$ cat src/design/bqc_pkg.sv
// Shared types, constants and helpers for the two-section biquad cascade.
// No dependencies; every other design file uses this package.
`timescale 1ns / 1ps
`default_nettype none

package bqc_pkg;

	// Default sizes of the sample and coefficient formats
	localparam int SAMPLE_WIDTH_DEF   = 24;
	localparam int COEF_FRAC_BITS_DEF = 22;

	// Configuration register index width
	localparam int CFG_IDX_W = 3;

	// Coefficient register indexes
	typedef enum logic [CFG_IDX_W-1:0] {
		REG_FIRST_B0  = 3'd0,
		REG_FIRST_B1  = 3'd1,
		REG_FIRST_A1  = 3'd2,
		REG_FIRST_A2  = 3'd3,
		REG_SECOND_B0 = 3'd4,
		REG_SECOND_B1 = 3'd5,
		REG_SECOND_A1 = 3'd6,
		REG_SECOND_A2 = 3'd7
	} reg_idx_t;

	// Radix-4 Booth digit: which multiple of the multiplicand to add
	typedef enum logic [2:0] {
		BOOTH_ZERO,
		BOOTH_P1,
		BOOTH_P2,
		BOOTH_M1,
		BOOTH_M2
	} booth_op_t;

	// Control of one multiplier lane
	typedef struct packed {
		logic load;
		logic step;
	} lane_ctrl_t;

	// Sequencer states
	typedef enum logic [2:0] {
		ST_IDLE,
		ST_MULX,
		ST_ACC,
		ST_RND,
		ST_MULY,
		ST_UPD1,
		ST_UPD2,
		ST_DONE
	} state_t;

	// Booth recoding of the window {bit 2i+1, bit 2i, bit 2i-1}
	function automatic booth_op_t booth_decode(input logic [2:0] win);
		booth_op_t op;
		case (win)
			3'b001, 3'b010: op = BOOTH_P1;
			3'b011:         op = BOOTH_P2;
			3'b100:         op = BOOTH_M2;
			3'b101, 3'b110: op = BOOTH_M1;
			default:        op = BOOTH_ZERO;
		endcase
		return op;
	endfunction

endpackage

`default_nettype wire

$ cat src/design/bqc_digit_sreg.sv
// Multiplier operand shift register: shifts two bits per step cycle and
// produces the radix-4 Booth digit for the multiplier lanes. Uses bqc_pkg.
`timescale 1ns / 1ps
`default_nettype none

module bqc_digit_sreg #(
	parameter int SAMPLE_WIDTH = bqc_pkg::SAMPLE_WIDTH_DEF
) (
	input  logic                    clk,
	input  logic                    load,
	input  logic                    step,
	input  logic [SAMPLE_WIDTH-1:0] x_in,
	output bqc_pkg::booth_op_t      op
);
	import bqc_pkg::*;

	localparam int NDIG = (SAMPLE_WIDTH + 1) / 2;
	localparam int XW   = 2 * NDIG;

	logic [XW-1:0] sh_q;
	logic          prev_q;
	logic [XW-1:0] x_ext;

	// Sign-extend the operand to a whole number of digits
	assign x_ext = XW'($signed(x_in));

	// Load, then arithmetic shift right by one digit per step
	always_ff @(posedge clk) begin
		if (load) begin
			sh_q   <= x_ext;
			prev_q <= 1'b0;
		end else if (step) begin
			sh_q   <= {{2{sh_q[XW-1]}}, sh_q[XW-1:2]};
			prev_q <= sh_q[1];
		end
	end

	// Current Booth digit
	assign op = booth_decode({sh_q[1], sh_q[0], prev_q});

endmodule

`default_nettype wire

$ cat src/design/bqc_booth_lane.sv
// One digit-serial multiplier lane: coefficient times a Booth-coded operand,
// one radix-4 digit per step cycle, product modulo the delay width. Uses bqc_pkg.
`timescale 1ns / 1ps
`default_nettype none

module bqc_booth_lane #(
	parameter int SAMPLE_WIDTH   = bqc_pkg::SAMPLE_WIDTH_DEF,
	parameter int COEF_FRAC_BITS = bqc_pkg::COEF_FRAC_BITS_DEF,
	localparam int COEF_W        = COEF_FRAC_BITS + 2,
	localparam int DELAY_W       = SAMPLE_WIDTH + COEF_W
) (
	input  logic                 clk,
	input  bqc_pkg::lane_ctrl_t  ctrl,
	input  bqc_pkg::booth_op_t   op,
	input  logic [COEF_W-1:0]    coef,
	output logic [DELAY_W-1:0]   prod
);
	import bqc_pkg::*;

	logic [DELAY_W-1:0] mc_q;
	logic [DELAY_W-1:0] acc_q;
	logic [DELAY_W-1:0] term;

	// Partial product selected by the digit
	always_comb begin
		case (op)
			BOOTH_P1: term = mc_q;
			BOOTH_P2: term = {mc_q[DELAY_W-2:0], 1'b0};
			BOOTH_M1: term = ~mc_q + DELAY_W'(1);
			BOOTH_M2: term = ~{mc_q[DELAY_W-2:0], 1'b0} + DELAY_W'(1);
			default:  term = '0;
		endcase
	end

	// Accumulate and move the multiplicand up one digit
	always_ff @(posedge clk) begin
		if (ctrl.load) begin
			acc_q <= '0;
			mc_q  <= DELAY_W'($signed(coef));
		end else if (ctrl.step) begin
			acc_q <= acc_q + term;
			mc_q  <= {mc_q[DELAY_W-3:0], 2'b00};
		end
	end

	assign prod = acc_q;

endmodule

`default_nettype wire

$ cat src/design/two_section_biquad_cascade_core.sv
// Two cascaded biquad sections (transposed direct form II, b2 = b0) with a
// digit-serial datapath. Depends on bqc_pkg, bqc_digit_sreg, bqc_booth_lane.
//
// Usage:
//   s_axis: one signed sample per beat in tdata. m_axis: one filtered,
//   saturated sample per beat in tdata, with the clip flag in tuser.
//   cfg: coefficient writes (index 0..7, Q2.COEF_FRAC_BITS data), always
//   ready; write only while no sample is in flight.
// Sequence:
//   With NDIG = ceil(SAMPLE_WIDTH/2) radix-4 digits, each section makes
//   two passes of the Booth lanes (b0*x with b1*x, then a1*y with a2*y)
//   plus four add/saturate steps. A new sample is taken only in the idle
//   state, after the previous result has moved to the output register.
// Reset:
//   Delay registers clear, coefficients reset to b0 = 1.0 and zero elsewhere,
//   output holds no beat.
// Stall:
//   The result sits in an output register; the next sample is taken and
//   processed meanwhile, and waits in its last step until the register frees.
`timescale 1ns / 1ps
`default_nettype none

module two_section_biquad_cascade_core #(
	parameter int SAMPLE_WIDTH   = bqc_pkg::SAMPLE_WIDTH_DEF,
	parameter int COEF_FRAC_BITS = bqc_pkg::COEF_FRAC_BITS_DEF,
	localparam int COEF_W        = COEF_FRAC_BITS + 2,
	localparam int TDATA_W       = ((SAMPLE_WIDTH + 7) / 8) * 8
) (
	input  logic                          clk,
	input  logic                          arst_n,
	// input samples; tdata: sample_in
	input  logic                          s_axis_tvalid,
	output logic                          s_axis_tready,
	input  logic [TDATA_W-1:0]            s_axis_tdata,
	// results; tdata: sample_out; tuser: clipped
	output logic                          m_axis_tvalid,
	input  logic                          m_axis_tready,
	output logic [TDATA_W-1:0]            m_axis_tdata,
	output logic                          m_axis_tuser,
	// coefficient writes
	input  logic                          cfg_valid,
	output logic                          cfg_ready,
	input  logic [bqc_pkg::CFG_IDX_W-1:0] cfg_index,
	input  logic [COEF_W-1:0]             cfg_data
);
	import bqc_pkg::*;

	localparam int NDIG    = (SAMPLE_WIDTH + 1) / 2;
	localparam int CNT_W   = $clog2(NDIG);
	localparam int DELAY_W = SAMPLE_WIDTH + COEF_W;
	localparam int SHW     = DELAY_W - COEF_FRAC_BITS;

	localparam logic [DELAY_W-1:0] D_MAX = {1'b0, {(DELAY_W-1){1'b1}}};
	localparam logic [DELAY_W-1:0] D_MIN = {1'b1, {(DELAY_W-1){1'b0}}};
	localparam logic [DELAY_W-1:0] HALF  =
		{{(DELAY_W-COEF_FRAC_BITS){1'b0}}, 1'b1, {(COEF_FRAC_BITS-1){1'b0}}};
	localparam logic [SAMPLE_WIDTH-1:0] Y_MAX = {1'b0, {(SAMPLE_WIDTH-1){1'b1}}};
	localparam logic [SAMPLE_WIDTH-1:0] Y_MIN = {1'b1, {(SAMPLE_WIDTH-1){1'b0}}};
	localparam logic [COEF_W-1:0] COEF_ONE =
		{2'b01, {COEF_FRAC_BITS{1'b0}}};

	// Saturate a one-bit-grown sum back to the delay width
	function automatic logic [DELAY_W-1:0] sat_wide(input logic [DELAY_W:0] s);
		logic [DELAY_W-1:0] r;
		if (s[DELAY_W] != s[DELAY_W-1]) begin
			r = s[DELAY_W] ? D_MIN : D_MAX;
		end else begin
			r = s[DELAY_W-1:0];
		end
		return r;
	endfunction

	function automatic logic [DELAY_W-1:0] sat_add(input logic [DELAY_W-1:0] a,
			input logic [DELAY_W-1:0] b);
		return sat_wide({a[DELAY_W-1], a} + {b[DELAY_W-1], b});
	endfunction

	function automatic logic [DELAY_W-1:0] sat_sub(input logic [DELAY_W-1:0] a,
			input logic [DELAY_W-1:0] b);
		return sat_wide({a[DELAY_W-1], a} - {b[DELAY_W-1], b});
	endfunction

	// Coefficients
	logic [COEF_W-1:0] first_b0_q, first_b1_q, first_a1_q, first_a2_q;
	logic [COEF_W-1:0] second_b0_q, second_b1_q, second_a1_q, second_a2_q;
	// Delay state
	logic [DELAY_W-1:0] first_d1_q, first_d2_q, second_d1_q, second_d2_q;

	// Sequencer and work registers
	state_t             state_q, state_d;
	logic [CNT_W-1:0]   cnt_q;
	logic               sec_q;
	logic               clip_q;
	logic [DELAY_W-1:0] acc_q, tmp_q, bx0_q, bx1_q;
	logic [SAMPLE_WIDTH-1:0] y_q;

	// Output register
	logic                    out_valid_q;
	logic [SAMPLE_WIDTH-1:0] out_sample_q;
	logic                    out_clip_q;

	// Lane hookup
	lane_ctrl_t         lane_ctrl;
	booth_op_t          digit_op;
	logic [COEF_W-1:0]  lane0_coef, lane1_coef;
	logic [DELAY_W-1:0] prod0, prod1;
	logic [SAMPLE_WIDTH-1:0] sreg_x;

	logic in_beat, out_free, cnt_last;

	// Current-section selection
	logic [COEF_W-1:0]  cur_b0, cur_b1, cur_a1, cur_a2;
	logic [DELAY_W-1:0] cur_d1, cur_d2;

	assign cur_b0 = sec_q ? second_b0_q : first_b0_q;
	assign cur_b1 = sec_q ? second_b1_q : first_b1_q;
	assign cur_a1 = sec_q ? second_a1_q : first_a1_q;
	assign cur_a2 = sec_q ? second_a2_q : first_a2_q;
	assign cur_d1 = sec_q ? second_d1_q : first_d1_q;
	assign cur_d2 = sec_q ? second_d2_q : first_d2_q;

	// Rounding and output saturation of a section
	logic [DELAY_W-1:0]      t_rnd;
	logic [SHW-1:0]          y_shift;
	logic                    y_ovf;
	logic [SAMPLE_WIDTH-1:0] y_comb;

	assign t_rnd   = sat_add(acc_q, HALF);
	assign y_shift = t_rnd[DELAY_W-1:COEF_FRAC_BITS];
	assign y_ovf   = !((y_shift[SHW-1:SAMPLE_WIDTH-1] == '0) ||
		(y_shift[SHW-1:SAMPLE_WIDTH-1] == '1));
	assign y_comb  = y_ovf ? (y_shift[SHW-1] ? Y_MIN : Y_MAX)
		: y_shift[SAMPLE_WIDTH-1:0];

	assign in_beat  = s_axis_tvalid && s_axis_tready;
	assign out_free = !out_valid_q || m_axis_tready;
	assign cnt_last = (cnt_q == CNT_W'(NDIG - 1));

	// Digit source and the two multiplier lanes
	bqc_digit_sreg #(
		.SAMPLE_WIDTH(SAMPLE_WIDTH)
	) u_sreg (
		.clk  (clk),
		.load (lane_ctrl.load),
		.step (lane_ctrl.step),
		.x_in (sreg_x),
		.op   (digit_op)
	);

	bqc_booth_lane #(
		.SAMPLE_WIDTH(SAMPLE_WIDTH),
		.COEF_FRAC_BITS(COEF_FRAC_BITS)
	) u_lane0 (
		.clk  (clk),
		.ctrl (lane_ctrl),
		.op   (digit_op),
		.coef (lane0_coef),
		.prod (prod0)
	);

	bqc_booth_lane #(
		.SAMPLE_WIDTH(SAMPLE_WIDTH),
		.COEF_FRAC_BITS(COEF_FRAC_BITS)
	) u_lane1 (
		.clk  (clk),
		.ctrl (lane_ctrl),
		.op   (digit_op),
		.coef (lane1_coef),
		.prod (prod1)
	);

	// State register
	always_ff @(posedge clk or negedge arst_n) begin
		if (!arst_n) begin
			state_q <= ST_IDLE;
		end else begin
			state_q <= state_d;
		end
	end

	// Next state and lane control
	always_comb begin
		state_d        = state_q;
		lane_ctrl.load = 1'b0;
		lane_ctrl.step = 1'b0;
		lane0_coef     = cur_b0;
		lane1_coef     = cur_b1;
		sreg_x         = y_q;
		s_axis_tready  = 1'b0;
		case (state_q)
			ST_IDLE: begin
				s_axis_tready = 1'b1;
				lane0_coef    = first_b0_q;
				lane1_coef    = first_b1_q;
				sreg_x        = s_axis_tdata[SAMPLE_WIDTH-1:0];
				if (s_axis_tvalid) begin
					lane_ctrl.load = 1'b1;
					state_d        = ST_MULX;
				end
			end
			ST_MULX: begin
				lane_ctrl.step = 1'b1;
				if (cnt_last) state_d = ST_ACC;
			end
			ST_ACC: state_d = ST_RND;
			ST_RND: begin
				lane_ctrl.load = 1'b1;
				lane0_coef     = cur_a1;
				lane1_coef     = cur_a2;
				sreg_x         = y_comb;
				state_d        = ST_MULY;
			end
			ST_MULY: begin
				lane_ctrl.step = 1'b1;
				if (cnt_last) state_d = ST_UPD1;
			end
			ST_UPD1: state_d = ST_UPD2;
			ST_UPD2: begin
				if (!sec_q) begin
					lane_ctrl.load = 1'b1;
					lane0_coef     = second_b0_q;
					lane1_coef     = second_b1_q;
					sreg_x         = y_q;
					state_d        = ST_MULX;
				end else begin
					state_d = ST_DONE;
				end
			end
			ST_DONE: begin
				if (out_free) state_d = ST_IDLE;
			end
			default: state_d = ST_IDLE;
		endcase
	end

	// Digit counter and section select
	always_ff @(posedge clk or negedge arst_n) begin
		if (!arst_n) begin
			cnt_q <= '0;
			sec_q <= 1'b0;
		end else begin
			if ((state_q == ST_MULX || state_q == ST_MULY) && !cnt_last) begin
				cnt_q <= cnt_q + CNT_W'(1);
			end else begin
				cnt_q <= '0;
			end
			if (in_beat) begin
				sec_q <= 1'b0;
			end else if (state_q == ST_UPD2) begin
				sec_q <= 1'b1;
			end
		end
	end

	// Section arithmetic: one saturating add per step
	always_ff @(posedge clk) begin
		case (state_q)
			ST_IDLE: begin
				if (in_beat) clip_q <= 1'b0;
			end
			ST_ACC: begin
				acc_q <= sat_add(prod0, cur_d1);
				bx0_q <= prod0;
				bx1_q <= prod1;
			end
			ST_RND: begin
				y_q    <= y_comb;
				clip_q <= clip_q | y_ovf;
			end
			ST_UPD1: tmp_q <= sat_sub(bx1_q, prod0);
			default: ;
		endcase
	end

	// Delay and coefficient registers
	always_ff @(posedge clk or negedge arst_n) begin
		if (!arst_n) begin
			first_d1_q  <= '0;
			first_d2_q  <= '0;
			second_d1_q <= '0;
			second_d2_q <= '0;
			first_b0_q  <= COEF_ONE;
			first_b1_q  <= '0;
			first_a1_q  <= '0;
			first_a2_q  <= '0;
			second_b0_q <= COEF_ONE;
			second_b1_q <= '0;
			second_a1_q <= '0;
			second_a2_q <= '0;
		end else begin
			if (state_q == ST_UPD2) begin
				if (sec_q) begin
					second_d1_q <= sat_add(tmp_q, cur_d2);
					second_d2_q <= sat_sub(bx0_q, prod1);
				end else begin
					first_d1_q <= sat_add(tmp_q, cur_d2);
					first_d2_q <= sat_sub(bx0_q, prod1);
				end
			end
			if (cfg_valid) begin
				case (reg_idx_t'(cfg_index))
					REG_FIRST_B0:  first_b0_q  <= cfg_data;
					REG_FIRST_B1:  first_b1_q  <= cfg_data;
					REG_FIRST_A1:  first_a1_q  <= cfg_data;
					REG_FIRST_A2:  first_a2_q  <= cfg_data;
					REG_SECOND_B0: second_b0_q <= cfg_data;
					REG_SECOND_B1: second_b1_q <= cfg_data;
					REG_SECOND_A1: second_a1_q <= cfg_data;
					REG_SECOND_A2: second_a2_q <= cfg_data;
					default: ;
				endcase
			end
		end
	end

	assign cfg_ready = 1'b1;

	// Output register
	always_ff @(posedge clk or negedge arst_n) begin
		if (!arst_n) begin
			out_valid_q <= 1'b0;
		end else if (state_q == ST_DONE && out_free) begin
			out_valid_q <= 1'b1;
		end else if (m_axis_tready) begin
			out_valid_q <= 1'b0;
		end
	end

	always_ff @(posedge clk) begin
		if (state_q == ST_DONE && out_free) begin
			out_sample_q <= y_q;
			out_clip_q   <= clip_q;
		end
	end

	assign m_axis_tvalid = out_valid_q;
	assign m_axis_tdata  = TDATA_W'(out_sample_q);
	assign m_axis_tuser  = out_clip_q;

endmodule

`default_nettype wire

$ cat config.mk
export PLATFORM = sky130hd
export DESIGN_NAME = two_section_biquad_cascade_core
export DESIGN_NICKNAME = d
export VERILOG_FILES = /design/src/design/bqc_pkg.sv /design/src/design/bqc_digit_sreg.sv /design/src/design/bqc_booth_lane.sv /design/src/design/two_section_biquad_cascade_core.sv
export SDC_FILE = /design/constraint.sdc
export NUM_CORES = 2
export LEC_CHECK = 0
export CAP_MARGIN = 20
export CORE_AREA = 3 3 352 354
export DETAILED_ROUTE_END_ITERATION = 10
export DIE_AREA = 0 0 355 357
export DONT_BUFFER_PORTS = 1
export GPL_ROUTABILITY_DRIVEN = 0
export PLACE_DENSITY_LB_ADDON = 0.05
export SLEW_MARGIN = 10
export SYNTH_ARGS = -nofsm -noshare
export SYNTH_HDL_FRONTEND = slang
export SYNTH_SLANG_ARGS = --single-unit
$ cat constraint.sdc
create_clock -name clk -period 7.4 [get_ports clk]
set_input_delay 1.11 -clock clk [delete_from_list [all_inputs] [get_ports clk]]
set_output_delay 1.11 -clock clk [all_outputs]
set_load 0.02 [all_outputs]
# After elaboration in Yosys (flattened, before gate mapping)
# Cells that the tools add are included.
# word_totals
register_bits,852
input_bits,56
out_inout_bits,28
# classes
eq_ne,36
reduce_logical,31
addsub,12
muxes,50
bitwise_logic,6
# ops
operator,count
48-bit two-way mux,16
48-bit case mux with 4 select lines,2
24-bit two-way mux,9
"48-bit by 1-bit adder with 48-bit output, second input constant",4
48-bit NOT,4
24-bit case mux with 3 select lines,2
48-bit by 48-bit adder with 49-bit output,2
48-bit by 48-bit subtractor with 49-bit output,2
48-bit adder,2
"48-bit by 23-bit adder with 49-bit output, second input constant",1
24-bit case mux with 2 select lines,1
"3-bit equality test, second input constant",13
"3-bit by 2-bit equality test with 1-bit output, second input constant",8
3-bit case mux with 8 select lines,1
23-bit two-way mux,1
2-bit AND reduction,11
3-bit two-way mux,5
"3-bit by 1-bit equality test with 1-bit output, second input constant",4
3-bit case mux with 4 select lines,1
"2-bit != test, second input constant",5
3-bit zero test,3
1-bit two-way mux,9
2-bit nonzero test,4
2-bit OR reduction,3
other kinds (12),22

# Longest topological paths before layout
# depth
depth_word,8
mapped_depth,24
depth_no_buf,23

# Cells and area by module
# Synthesis repeated with hierarchy kept, for this count alone.
# hier_totals
hier_cells,5930
area_unflattened_um2,55149.1
# by_module_without_submodules
module,n_inst,area_each_um2,cells_each,seq_area_each_um2
two_section_biquad_cascade_core,1,36542.5,3644,16473.3
bqc_booth_lane (u_lane1),1,8777.2,1113,2402.3
bqc_booth_lane (u_lane0),1,8674.6,1110,2402.3
bqc_digit_sreg,1,1154.9,63,740.7

# Least setup slack after synthesis
# No wires, ideal clock.
# synth_timing
kind,register to register
startpoint,register state_q[1]
endpoint,"register u_lane0.acc_q[38], in the netlist u_lane0.prod[38]"
setup_slack_ns,1.618
n_path_buf,1
synth_period_minus_slack_ns,5.782
path_stages_with_launch,11
t_arrival_ns,5.451
cell_sequence,dfrtp_1 > or2_2 > nor2_1 > nand2_1 > nand2_1 > nor2_1 > inv_1 > nor2_1 > inv_2 > buf_1 > o32ai_1
# synth_via
elab_chain_len,3
word_cells_on_any_way,8
cone_classes,eq/ne: 4; mux: 2; reduce/logical: 2
# synth_lines
item,line_no,text
start: declaration,two_section_biquad_cascade_core.sv:90,"state_t state_q, state_d;"
start signal: assignment,two_section_biquad_cascade_core.sv:177,state_q <= state_d;
3-bit by 1-bit equality test with 1-bit output / 3-bit equality test (equally long branches),two_section_biquad_cascade_core.sv:190,case (state_q)
2-bit OR reduction (no line),--,
1-bit two-way mux,two_section_biquad_cascade_core.sv:190,
end signal: assignment,bqc_booth_lane.sv:41,acc_q <= acc_q + term;
end: declaration,bqc_booth_lane.sv:21,logic [DELAY_W-1:0] acc_q;
# Parallel ways exist; a longest one is shown, timed or not.
# A chain may end at the register's enable or synchronous reset.

# Worst setup path after layout
# layout_timing
startpoint,register u_lane1.mc_q[4]
endpoint,"register u_lane1.acc_q[45], in the netlist u_lane1.prod[45]"
# layout_via
elab_chain_len,4
word_cells_on_any_way,6
cone_classes,add/sub: 3; mux: 1; bitwise: 2
# layout_lines
item,line_no,text
start: declaration,bqc_booth_lane.sv:20,logic [DELAY_W-1:0] mc_q;
start signal: assignment,bqc_booth_lane.sv:39,mc_q <= DELAY_W'($signed(coef));
start signal: assignment,bqc_booth_lane.sv:42,"mc_q <= {mc_q[DELAY_W-3:0], 2'b00};"
48-bit NOT (on tied branches),"bqc_booth_lane.sv:29, bqc_booth_lane.sv:30",
48-bit by 1-bit adder with 48-bit output (on tied branches),"bqc_booth_lane.sv:29, bqc_booth_lane.sv:30",
48-bit case mux with 4 select lines (*),bqc_booth_lane.sv:26,case (op)
48-bit adder (*),bqc_booth_lane.sv:41,
end signal: assignment,bqc_booth_lane.sv:41,
end: declaration,bqc_booth_lane.sv:21,
# Mark *: on every way between the ends. The rest lies on a longest branch, timed or not.

==> metrics.yaml <==
global_routing:
  grt-ovfl-total: 0
  grt_pass1_wl_mm: 267
  grt_antenna_before_repair: 0
  grt_max_degree: 394
  grt_use_total_pct: 27.3
  grt_pass1_vias: 41992
yosys:
  ys_ff_latch: 831
  synthesis.nets: 6195
  async_reset_ff_share_pct: 47.3
  synth_ff_type: "dfrtp_1"
  netlist_area_um2: 54400
  avgSynthCellArea_um2: 9.31
  yosysUniqueCellTypes: 90
  synth_seq_area_share_pct: 40.5
  synth_edf_count: 341
  ys_warn_count: 0
  synthCells: 5843
worst_setup_path:
  crit_family: "simple AND/OR/NAND/NOR gates"
  r2r-start: "u_lane1.mc_q[4]$_DFFE_PP_"
  critPathRequiredTime_ps: 7940
  crit_cells: 21
  setup.worst_path.start: "u_lane1.mc_q[4]$_DFFE_PP_"
  slowest_stage: "nor4_1"
  cp.buffers_inverters: 0
  setup.worst_path.start_class: "flop"
  cp_cell_sequence: "nor4_1 -> nand3_1 -> nor4_1 -> nand2_1 -> or2_2 -> or3_1 -> nand2_1 -> xnor2_1 -> a221oi_1 -> a31oi_1 -> ha_1 -> a21oi_1 -> o21ai_0 -> a21oi_1 -> o21bai_1 -> a21o_1 -> a21oi_1 -> o221ai_1 -> a221oi_1 -> xor2_1 -> o22ai_1"
  endpoint_kind: "flop"
  reg2reg_depth: 21
  cp_max_fo: 9
  cp_common_cell: "a21oi_1"
  rrSetupSlack_ps: 980
  crit_type: "flop to flop"
  endpoint: "u_lane1.prod[45]$_SDFFE_PP0P_"
  cp.arrival_ps: 6970
  reg2reg_to: "u_lane1.prod[45]$_SDFFE_PP0P_"
  max_stage_delay_ps: 710
die:
  io_pins: 84
  initial_core_util_pct: 44.8
  die_area_um2: 127000
  die_y_um: 357
  coreArea_um2: 121000
  die_w_um: 355
  rows: 128
sta:
  tightest_slew_ps: 1220
  rsz0062_at_grt: "false"
  fin_worst_skew_ps: 27.1
  hold_viol_final: 0
  fin_crit_sh_pct: 86.8
  finalSetupTns_ps: 0
  setup_violations: 0
  drv_slew: 0
  relSlewSlack_pct: 18.7
  timing.fmax_mhz: 156
  worst_slack_ps: 976
  min_period_ps: 6420
routing:
  num_vias: 44641
  routed_wl_mm: 177
  first_pass_iters: 6
  viasPerCell: 6.07
  first_iter_violations: 4227
  final_antenna_net_count: 0
  post_drt_wl_per_cell_um: 24.1
  drc: 0
clock_tree:
  ctsResizeCount: 0
  clockBufferDepth: 3
  clkSlewWorstSetupHoldPaths_ps: 70
  post-cts-setup-buffers: 0
  tritoncts: "yes"
  numCtsBuffers: 98
  cts.htree.levels: 3
  cts_num_sinks: 831
  hold_buffers: 0
  clockRootBuffer: "clkbuf_16"
  clock_latency_ps: 700
flow_run:
  drv_cap: 0
finish:
  diodes: 0
  final_cell_area_um2: 59200
  layout-drive-gt1-share_pct: 10.9
  fin_nets: 6001
  final_core_util_pct: 48.7
  area_growth_pct: 8.70
min_path:
  hp-class: "input port to async pin"
placed_design:
  pre_cts_ws_ps: 1180
  hpwl_mm: 129
  portBuffers: 0
  placed_cell_area_um2: 55900
run_status:
  status: "completed"
-- how the worst min path moves through the flow --
| stage | endpoint | slack (ps) | cells past startpoint |
|---|---|---|---|
| 5_1_grt | first_d2_q[37]$_DFFE_PN0P_ | 70 | 0 |
| 6_report | first_d2_q[39]$_DFFE_PN0P_ | 110 | 0 |
| 3_5_place_dp | m_axis_tdata[13]$_DFFE_PP_ | 440 | 0 |
| 3_3_place_gp | m_axis_tdata[5]$_DFFE_PP_ | 440 | 0 |
| 4_1_cts | first_d2_q[39]$_DFFE_PN0P_ | 80 | 0 |
| 2_1_floorplan | m_axis_tuser$_DFFE_PP_ | 430 | 0 |
-- cells in the mapped netlist (all sizes together), types with 49 or more instances --
library cell,n,area share (%)
nand2,630,4.3
o21ai,518,4.8
a21oi,482,4.4
dfrtp,391,18
edfxtp,341,19
clkbuf,340,2.3
mux2,312,6.5
nor2,312,2.2
ha,291,6.7
a21o,214,3.0
xnor2,206,3.3
inv,191,1.3
xor2,176,2.8
a22oi,106,1.5
dfxtp,97,3.6
nand3,86,0.79
nor3,82,0.75
nand4,66,0.76
o21a,64,0.88
a31oi,55,0.63
maj3,52,0.96
o21bai,52,0.72
mux2i,50,0.92
or3,49,0.57
-- layout by cell type (no fill, tap or decap), types with 96 or more instances in the layout --
master and count:
nand2_1 629, o21ai_0 516, a21oi_1 482, dfrtp_1 389, edfxtp_1 341, mux2_2 312, nor2_1 304, ha_1 291
a21o_1 214, xnor2_1 204, inv_1 187, xor2_1 176, a22oi_1 106, clkbuf_16 99, dfxtp_1 96
-- worst reg2reg max path: cells and delay by family, from the launching register on --
| kind | cells | cell delay (ps) |
|---|---|---|
| compound gates | 11 | 1950 |
| xor+xnor | 2 | 270 |
| fa+ha+maj | 1 | 430 |
| flops | 1 | 510 |
| simple gates | 7 | 3110 |
-- final cells by class --
class	count	area, µm²
Fill cell	11680	62200
Clock buffer	136	2740
Timing Repair Buffer	87	728
Multi-Input combinational cell	4439	30400
Sequential cell	831	22000
Tap cell	1625	2030
Inverter	192	731
Clock inverter	47	492
-- metal layers --
metal	up-vias	GRT usage, %	routed length (µm)	share of wire, %
met5	-	0	0	0
met4	0	8.89	6130	3.5
met3	204	3.88	10700	6.0
met2	1365	42.7	80000	45
met1	21919	38.9	80500	45
li1	21153	-	-	-
-- registers in the layout (all words and copies together), names as in the netlist, 27 cells and up --
signal / cells
u_lane1.mc_q: 48
first_d2_q: 48
second_d2_q: 48
acc_q: 27
u_lane1.prod: 48
first_d1_q: 48
second_d1_q: 48
u_lane0.mc_q: 48
u_lane0.prod: 48
tmp_q: 48
bx0_q: 48
bx1_q: 48
-- logic make-up (layout without fill, tap and decap cells) --
family | Yosys count | count (layout) | share of synthesized area, %
DFF | 831 | 831 | 40.5
muxes | 362 | 362 | 7.37
and+or+nand+nor | 1471 | 1471 | 12.5
adders and majority gates | 348 | 348 | 7.83
xor gates and xnor gates | 382 | 382 | 6.15
other | 1 | 1 | 0.00689
buffers and inverters | 573 | 462 | 3.99
AOI/OAI and AO/OA | 1875 | 1875 | 21.7
-- stage by stage --
stage | std cells | hold WS, ps
global route | 7357 | 68.2
CTS | 7354 | 79.5
floorplan | 5843 | 427
detailed placement | 7171 | 438
global placement | 7171 | 439
finish | 7357 | 105
Power is left out: the tool's default activity adds up to more than one toggle a clock period on the data nets, which glitch-free logic cannot reach.
